File: src/hdl/pcwa_pkg.sv
// Package for the path curvature window average block.
// Holds the configuration register width and its reset value; no dependencies.
`timescale 1ns / 1ps

package pcwa_pkg;

    // Width of the half window register and its value after reset.
    localparam int HALF_WINDOW_W = 5;
    localparam logic [HALF_WINDOW_W-1:0] HALF_WINDOW_RESET = 5'd10;

endpackage

File: src/hdl/path_curvature_window_average_top.sv
// Windowed mean of path curvature: sample ring, running sum and a single bit-serial divider.
// Depends on pcwa_pkg for the half window register constants.
`timescale 1ns / 1ps

// Channel   Direction  Handshake                   Payload
// s_axis    in         s_axis_tvalid/s_axis_tready tdata: curvature; tlast: last_sample
// m_axis    out        m_axis_tvalid/m_axis_tready tdata: mean_curvature; tlast: last_result
// cfg       in         cfg_we                      cfg_wdata: half_window
//
// One beat is taken at a time; s_axis_tready is high only while the sequencer is idle.
// Per input beat: the accepting state, one trim step for each old sample dropped from the
// window, then the write.
// Per result: the emit state, a trim step per dropped sample, the divider start, the
// bit-serial divider over all SUM_W bits of the sum, then the output state.
// A result waits in the output register; a stalled m_axis holds the sequencer in its
// output state. rst_n clears all control state; the ring memory needs no clearing.
module path_curvature_window_average_top #(
    parameter int MAX_HALF_WINDOW = 16,
    parameter int RING_DEPTH      = 34,
    parameter int SAMPLE_WIDTH    = 24
) (
    input  logic                                   clk,
    input  logic                                   rst_n,
    input  logic                                   cfg_we,
    input  logic [pcwa_pkg::HALF_WINDOW_W-1:0]     cfg_wdata,
    input  logic                                   s_axis_tvalid,
    output logic                                   s_axis_tready,
    // Bits from the lowest: curvature, then zero fill.
    input  logic [((SAMPLE_WIDTH+7)/8)*8-1:0]      s_axis_tdata,
    input  logic                                   s_axis_tlast,
    output logic                                   m_axis_tvalid,
    input  logic                                   m_axis_tready,
    // Bits from the lowest: mean_curvature, then zero fill.
    output logic [((SAMPLE_WIDTH+7)/8)*8-1:0]      m_axis_tdata,
    output logic                                   m_axis_tlast
);

    localparam int H_LIMIT  = (MAX_HALF_WINDOW < (RING_DEPTH - 2) / 2) ?
                              MAX_HALF_WINDOW : (RING_DEPTH - 2) / 2;
    localparam int SEEN_CAP = 2 * H_LIMIT + 2;
    localparam int CNT_W    = $clog2(SEEN_CAP + 1);
    localparam int KW       = CNT_W + 1;
    localparam int SUM_W    = SAMPLE_WIDTH + $clog2(SEEN_CAP);
    localparam int AW       = $clog2(RING_DEPTH);
    localparam int PW       = AW + 2;
    localparam int DATA_W   = ((SAMPLE_WIDTH + 7) / 8) * 8;
    localparam int DC_W     = $clog2(SUM_W + 1);
    localparam int CW       = pcwa_pkg::HALF_WINDOW_W;

    typedef enum logic [2:0] {
        S_IDLE,
        S_TRIM,
        S_TRIM_SUB,
        S_WRITE,
        S_EMIT,
        S_DIV_START,
        S_DIV,
        S_OUT
    } state_t;

    state_t                    state_reg;
    logic [CW-1:0]             half_window_reg;
    logic [CNT_W-1:0]          h_reg;
    logic [SAMPLE_WIDTH-1:0]   sample_reg;
    logic                      last_reg;
    logic signed [SUM_W-1:0]   sum_reg;
    logic [CNT_W-1:0]          gap_reg;
    logic [CNT_W-1:0]          seen_reg;
    logic [CNT_W-1:0]          m_reg;
    logic [CNT_W-1:0]          d_reg;
    logic [KW-1:0]             keep_reg;
    logic                      emit_phase_reg;
    logic [AW-1:0]             wp_reg;
    logic [SAMPLE_WIDTH-1:0]   rd_data_reg;
    logic [CNT_W-1:0]          div_rem_reg;
    logic [SUM_W-1:0]          div_quo_reg;
    logic [DC_W-1:0]           div_cnt_reg;
    logic                      neg_reg;
    logic                      out_valid_reg;
    logic [SAMPLE_WIDTH-1:0]   out_data_reg;
    logic                      out_last_reg;

    logic [SAMPLE_WIDTH-1:0]   ring_mem [RING_DEPTH];

    logic [CNT_W-1:0]          h_eff;
    logic [PW-1:0]             rd_pos;
    logic [AW-1:0]             rd_addr;
    logic                      ring_we;
    logic signed [SUM_W-1:0]   rd_ext;
    logic signed [SUM_W-1:0]   in_ext;
    logic [KW-1:0]             emit_span;
    logic [KW-1:0]             emit_keep;
    logic [SUM_W-1:0]          sum_mag;
    logic [CNT_W:0]            rem_shift;
    logic                      rem_ge;
    logic [SUM_W-1:0]          quo_signed;
    logic                      out_free;

    // A zero half window acts as one; above MAX_HALF_WINDOW or ring capacity it is clamped.
    always_comb
    begin
        if (half_window_reg == '0)
            h_eff = CNT_W'(1);
        else if (int'(half_window_reg) > H_LIMIT)
            h_eff = CNT_W'(H_LIMIT);
        else
            h_eff = CNT_W'(half_window_reg);
    end

    // The oldest window sample is gap_reg beats behind the write pointer.
    always_comb
    begin
        rd_pos = PW'(wp_reg) + PW'(RING_DEPTH) - PW'(gap_reg);
        if (rd_pos >= PW'(RING_DEPTH))
            rd_pos = rd_pos - PW'(RING_DEPTH);
    end
    assign rd_addr = rd_pos[AW-1:0];
    assign ring_we = (state_reg == S_WRITE);

    assign rd_ext = {{(SUM_W-SAMPLE_WIDTH){rd_data_reg[SAMPLE_WIDTH-1]}}, rd_data_reg};
    assign in_ext = {{(SUM_W-SAMPLE_WIDTH){sample_reg[SAMPLE_WIDTH-1]}}, sample_reg};

    assign emit_span = KW'(d_reg) + KW'(h_reg) + KW'(2);
    assign emit_keep = (emit_span > KW'(seen_reg)) ? KW'(seen_reg) : emit_span;

    assign sum_mag    = sum_reg[SUM_W-1] ? SUM_W'(-sum_reg) : SUM_W'(sum_reg);
    assign rem_shift  = {div_rem_reg, div_quo_reg[SUM_W-1]};
    assign rem_ge     = (rem_shift >= {1'b0, gap_reg});
    assign quo_signed = neg_reg ? SUM_W'(-div_quo_reg) : div_quo_reg;
    assign out_free   = !out_valid_reg || m_axis_tready;

    always_ff @(posedge clk)
    begin
        if (ring_we)
            ring_mem[wp_reg] <= sample_reg;
        rd_data_reg <= ring_mem[rd_addr];
    end

    always_ff @(posedge clk or negedge rst_n)
    begin
        if (!rst_n)
        begin
            state_reg       <= S_IDLE;
            half_window_reg <= pcwa_pkg::HALF_WINDOW_RESET;
            h_reg           <= '0;
            sample_reg      <= '0;
            last_reg        <= 1'b0;
            sum_reg         <= '0;
            gap_reg         <= '0;
            seen_reg        <= '0;
            m_reg           <= '0;
            d_reg           <= '0;
            keep_reg        <= '0;
            emit_phase_reg  <= 1'b0;
            wp_reg          <= '0;
            div_rem_reg     <= '0;
            div_quo_reg     <= '0;
            div_cnt_reg     <= '0;
            neg_reg         <= 1'b0;
            out_valid_reg   <= 1'b0;
            out_data_reg    <= '0;
            out_last_reg    <= 1'b0;
        end
        else
        begin
            if (cfg_we)
                half_window_reg <= cfg_wdata;
            // In the output state a departing beat is replaced by the next one below.
            if (out_valid_reg && m_axis_tready && (state_reg != S_OUT))
                out_valid_reg <= 1'b0;

            case (state_reg)
                S_IDLE:
                begin
                    if (s_axis_tvalid)
                    begin
                        sample_reg     <= s_axis_tdata[SAMPLE_WIDTH-1:0];
                        last_reg       <= s_axis_tlast;
                        h_reg          <= h_eff;
                        m_reg          <= seen_reg;
                        keep_reg       <= (KW'(h_eff) << 1) | KW'(1);
                        emit_phase_reg <= 1'b0;
                        state_reg      <= S_TRIM;
                    end
                end
                S_TRIM:
                begin
                    if (KW'(gap_reg) > keep_reg)
                        state_reg <= S_TRIM_SUB;
                    else if (emit_phase_reg)
                        state_reg <= S_DIV_START;
                    else
                        state_reg <= S_WRITE;
                end
                S_TRIM_SUB:
                begin
                    sum_reg   <= sum_reg - rd_ext;
                    gap_reg   <= gap_reg - CNT_W'(1);
                    state_reg <= S_TRIM;
                end
                S_WRITE:
                begin
                    wp_reg  <= (wp_reg == AW'(RING_DEPTH - 1)) ? '0 : wp_reg + AW'(1);
                    sum_reg <= sum_reg + in_ext;
                    gap_reg <= gap_reg + CNT_W'(1);
                    if (seen_reg < CNT_W'(SEEN_CAP))
                        seen_reg <= seen_reg + CNT_W'(1);
                    // The first result lies h beats behind the new sample; the last beat
                    // of a short path starts its flush at the oldest sample instead.
                    if (m_reg >= h_reg)
                    begin
                        d_reg     <= h_reg;
                        state_reg <= S_EMIT;
                    end
                    else if (last_reg)
                    begin
                        d_reg     <= m_reg;
                        state_reg <= S_EMIT;
                    end
                    else
                        state_reg <= S_IDLE;
                end
                S_EMIT:
                begin
                    keep_reg       <= emit_keep;
                    emit_phase_reg <= 1'b1;
                    state_reg      <= S_TRIM;
                end
                S_DIV_START:
                begin
                    neg_reg     <= sum_reg[SUM_W-1];
                    div_quo_reg <= sum_mag;
                    div_rem_reg <= '0;
                    div_cnt_reg <= DC_W'(SUM_W);
                    state_reg   <= S_DIV;
                end
                S_DIV:
                begin
                    div_rem_reg <= CNT_W'(rem_ge ? (rem_shift - {1'b0, gap_reg}) : rem_shift);
                    div_quo_reg <= {div_quo_reg[SUM_W-2:0], rem_ge};
                    div_cnt_reg <= div_cnt_reg - DC_W'(1);
                    if (div_cnt_reg == DC_W'(1))
                        state_reg <= S_OUT;
                end
                S_OUT:
                begin
                    if (out_free)
                    begin
                        out_valid_reg <= 1'b1;
                        out_data_reg  <= (gap_reg == '0) ? '0 : quo_signed[SAMPLE_WIDTH-1:0];
                        out_last_reg  <= last_reg && (d_reg == '0);
                        if (last_reg && (d_reg != '0))
                        begin
                            d_reg     <= d_reg - CNT_W'(1);
                            state_reg <= S_EMIT;
                        end
                        else
                        begin
                            if (last_reg)
                            begin
                                sum_reg  <= '0;
                                gap_reg  <= '0;
                                seen_reg <= '0;
                            end
                            state_reg <= S_IDLE;
                        end
                    end
                end
                default:
                begin
                    state_reg <= S_IDLE;
                end
            endcase
        end
    end

    assign s_axis_tready = (state_reg == S_IDLE);
    assign m_axis_tvalid = out_valid_reg;
    assign m_axis_tdata  = DATA_W'(out_data_reg);
    assign m_axis_tlast  = out_last_reg;

    // The window never holds more samples than the path has delivered.
    assert property (@(posedge clk) disable iff (!rst_n) gap_reg <= seen_reg)
        else $error("window count exceeds samples seen");

    // An empty window carries no sum.
    assert property (@(posedge clk) disable iff (!rst_n) (gap_reg == '0) |-> (sum_reg == '0))
        else $error("running sum nonzero with empty window");

    // A new result is only loaded from the output state.
    assert property (@(posedge clk) disable iff (!rst_n)
                     $rose(m_axis_tvalid) |-> $past(state_reg == S_OUT))
        else $error("result appeared outside the output state");

endmodule
File: config.mk
export PLATFORM = sky130hd
export DESIGN_NAME = path_curvature_window_average_top
export DESIGN_NICKNAME = d
export VERILOG_FILES = /design/src/hdl/pcwa_pkg.sv /design/src/hdl/path_curvature_window_average_top.sv
export SDC_FILE = /design/constraint.sdc
export NUM_CORES = 1
export LEC_CHECK = 0
export BUFFER_PORTS_ARGS = -buffer_cell sky130_fd_sc_hd__buf_2
export CAP_MARGIN = 5
export CORE_AREA = 2 2 280 282
export CTS_CLUSTER_SIZE = 10
export DETAILED_ROUTE_END_ITERATION = 12
export DIE_AREA = 0 0 282 284
export PLACE_DENSITY = 0.75
export SETUP_SLACK_MARGIN = 0.1
export SYNTH_ARGS = -nofsm -noshare
export SYNTH_HDL_FRONTEND = slang
export SYNTH_SLANG_ARGS = --single-unit
File: constraint.sdc
create_clock -name clk -period 3.89 [get_ports clk]
set_input_delay 0.5835 -clock clk [delete_from_list [all_inputs] [get_ports clk]]
set_output_delay 0.5835 -clock clk [all_outputs]
set_load 0.01 [all_outputs]
==> results.rst <==
.. list-table::
   :header-rows: 1

   * - Metric
     - Value
   * - Compound-gate portion of the synthesized area
     - 0.0852
   * - Worst Hold Class
     - input pin to register
   * - Number of CTS-inserted buffers
     - 113
   * - WP data required
     - 4430 ps
   * - CP startpoint
     - gap_reg[0]
   * - Cell types with the largest area share after synthesis
     - edfxtp_1 (56%), dfrtp_1 (9.9%), mux4_2 (4.9%)
   * - Yosys reg bits
     - a little over 1000
   * - Launch instance of the worst register-to-register path
     - gap_reg[0]
   * - Final period util
     - 1.04
   * - Count of flip-flops with a built-in enable after synthesis
     - 816
   * - Tmin final
     - 4030 ps
   * - CTS tree
     - built
   * - Post-route clock skew
     - 74.2 ps
   * - Total die area
     - 80100 sq um
   * - Count of yosys warnings during synthesis
     - 0
   * - Average routed wire per standard cell
     - around 26 um
   * - RSZ-0062 raised after global routing
     - true
   * - Clock-pin slew of the registers on the worst-case setup and hold paths
     - 60 ps
   * - Final total negative setup slack
     - -637 ps
   * - Number of endpoints failing setup at the final stage
     - 15
   * - Tot GR Track Use
     - 0.284
   * - Sinks on the clock net
     - between 1000 and 1500
   * - Biggest cell delay along the critical path
     - 560 ps
   * - Synthesized-area fraction occupied by adder cells
     - 0.0277
   * - # H-tree levels
     - 3
   * - Overflow left after global routing
     - 0
   * - Synthesized netlist cell count
     - 2967
   * - Chain of cells forming the critical path
     - ha_4 > inv_1 > ha_4 > inv_2 > fa_2 > inv_2 > nor3_4 > o21ai_2 > a22oi_4 > xnor2_4 > buf_12 > buf_12 > buf_4 > buf_4 > mux2i_1 > o21ai_0 > nor4_4 > a211oi_4
   * - First-pass GRT wire length
     - 170000 um
   * - Post-Route Utilization
     - 0.674
   * - Area share of the largest cell type after synthesis
     - 0.564
   * - DP Cell Count
     - 4227
   * - Simple logic cell fraction of the synthesized area
     - 0.0690
   * - Hold depth
     - 3
   * - Post-synth cell types
     - a little over 80
   * - Gpl congestion
     - between 0.8 and 0.9
   * - Final Hold Viols
     - 0
   * - Maximum number of pins on one net before global-route repair
     - 76
   * - Netlist area before placement
     - 43400 sq um
   * - Post-synth net total
     - 3095
   * - Area share of xor/xnor cells in the synthesized design
     - 0.0232
   * - Vias in the first global route
     - 28316
   * - Share of post-route cells with drive strength above 1
     - 0.240
   * - Run status
     - finished, violations left
   * - Violation count after the first detailed-route iteration
     - about 2800
   * - CTS Root Buffer Type
     - clkbuf_16
   * - Pin slew with the least headroom to its limit
     - about 1100 ps
   * - Hold path startpoint
     - s_axis_tdata[11]
   * - DRC Markers
     - 0
   * - Flop2flop setup slack
     - -140 ps
   * - Average cell area after synthesis
     - around 15 sq um
   * - Max_slew headroom
     - 0.256
   * - Highest achievable clock rate
     - ~250 MHz
   * - Most frequently used flop master after synthesis
     - edfxtp_1
   * - Share of async-settable or async-resettable flops after synthesis
     - 0.172
   * - Leading cell type by number of instances after synthesis
     - edfxtp_1
   * - Hold endpoint
     - sample_reg[11]
   * - Data arrival time at the worst-slack endpoint
     - between 4000 and 5000 ps
   * - Number of vias per cell after detailed routing
     - 6.25
   * - Site Rows
     - 102
   * - Clk_lat worst skew
     - 710 ps
   * - Most common library cells after synthesis
     - edfxtp_1 (816), nand2_1 (285), mux2i_1 (203), dfrtp_1 (172), o21ai_0 (159)
   * - Die boundary width
     - 282 um
   * - Hold Slack
     - 106 ps
   * - FF-to-FF End
     - rd_data_reg[8]
   * - Pre-Repair DR Iteration Count
     - 6
   * - Area inside the core boundary
     - 77000 sq um
   * - MaxCap Viol Count
     - 0
   * - Path depth of the worst reg2reg path
     - 18
   * - Largest area contributor in the netlist
     - edfxtp_1
   * - Failing checks
     - negative setup slack
   * - Post-route insts no fill
     - 4461
   * - Number of max-slew violations in the final report
     - 0
   * - Number of nets in the layout
     - 3470
   * - Antenna diode instance count
     - 0
   * - CP startpoint kind
     - register
   * - Relative area change from synthesis to final layout
     - 19.5%
   * - Portion of the post-synthesis area used by sequential elements
     - 0.676
   * - Number of flip-flops in the largest register
     - between 800 and 900
   * - Slowest cell on the critical path
     - fa_2
   * - # fillers
     - 5090
   * - Setup Crit Path Kind
     - register to register
   * - Type of element capturing the critical path
     - register
   * - Post-route setup slack
     - -138 ps
   * - Total via count after detailed routing
     - 27899
   * - Number of I/O port buffers
     - 61
   * - Dominant combinational cell family by area after synthesis
     - multiplexers
   * - Detailed-placement wirelength estimate
     - 69900 um
   * - Number of antenna violations at the first check in global routing
     - 1
   * - Total Routed Length
     - 114000 um
   * - Remaining number of nets flagged by the antenna check after routing
     - 0
   * - Ports placed on the boundary
     - 62
   * - Initial Utilization
     - 0.564
   * - Proportion of synthesized area in mux cells
     - 0.100
   * - Largest fanout on the critical path
     - 11
   * - Longest Clk Path Bufs
     - 3
   * - Die boundary height
     - 284 um
-- per-layer routing --
layer	track usage	wire, um	vias up
met5	0	0	-
met4	0.131	5490	0
met3	0.0473	9730	289
met2	0.469	56200	1426
met1	0.368	42900	14047
li1	-	-	12137
-- repair_timing --
action / in CTS / in global routing
hold endpoints to repair: 70 / 0
hold buffers: 1 / 0
pin swaps: 31 / 28
gates cloned: 7 / 1
resized for setup: 98 / 71
setup endpoints to repair: 31 / 36
setup buffers: 24 / 8
-- worst max-delay path by stage --
stage,end,cells past startpoint
floorplan,sum_reg[26],17
global placement,rd_data_reg[13],19
detailed placement,rd_data_reg[8],18
CTS,rd_data_reg[8],20
global route,sum_reg[26],17
finish,rd_data_reg[8],18
-- cells by family (layout without fill, tap and decap cells) --
family                     Yosys count  after routing
xor gates and xnor gates           113            113
adders and majority gates           93             93
AOI/OAI and AO/OA                  583            583
muxes                              313            313
DFF                               1014           1014
and+or+nand+nor                    646            646
buffers and inverters              205            659
-- through the flow --
step	instance area, sq um	setup slack [ps]
global placement	47200	-345
finish	51900	-138
floorplan	43500	40.1
detailed placement	47200	-400
CTS	51500	-135
global route	51900	-283
-- layout make-up --
| cell class | count | area (sq um) | share of cell area |
|---|---|---|---|
| Tap cell | 1040 | 1300 | 0.0251 |
| Clock buffer | 186 | 3170 | 0.0611 |
| Sequential cell | 1014 | 29300 | 0.565 |
| Inverter | 67 | 254 | 0.00489 |
| Timing Repair Buffer | 398 | 3500 | 0.0674 |
| Multi-Input combinational cell | 1748 | 14100 | 0.272 |
| Clock inverter | 8 | 193 | 0.00371 |
-- placed cells by master (no fill, tap or decap), types with 17 or more instances in the layout --
cell / instances
nor4_1: 17
o22ai_1: 103
ha_1: 83
nor4_2: 34
o21ai_0: 145
nand2_1: 280
buf_4: 286
xor2_1: 52
nand2b_1: 20
buf_2: 60
clkbuf_16: 115
inv_1: 61
mux2i_1: 195
a21oi_1: 108
a21o_1: 21
nor2_1: 115
edfxtp_1: 816
nor2_2: 37
a211oi_1: 17
nor3_1: 23
a22o_1: 52
xnor2_1: 55
dfrtp_1: 172
clkbuf_1: 67
mux4_2: 95
dfxtp_1: 23
buf_12: 29
-- worst max-delay path: cells and delay by family (launching register included) --
family,cells,cell delay (ps)
buffers and inverters,7,960
AOI/OAI and AO/OA,4,610
DFF,1,450
xor gates and xnor gates,1,150
adders and majority gates,3,890
and+or+nand+nor,2,580
muxes,1,220
Power is left out: the tool's default activity adds up to more than one toggle a clock period on the data nets, which glitch-free logic cannot reach.
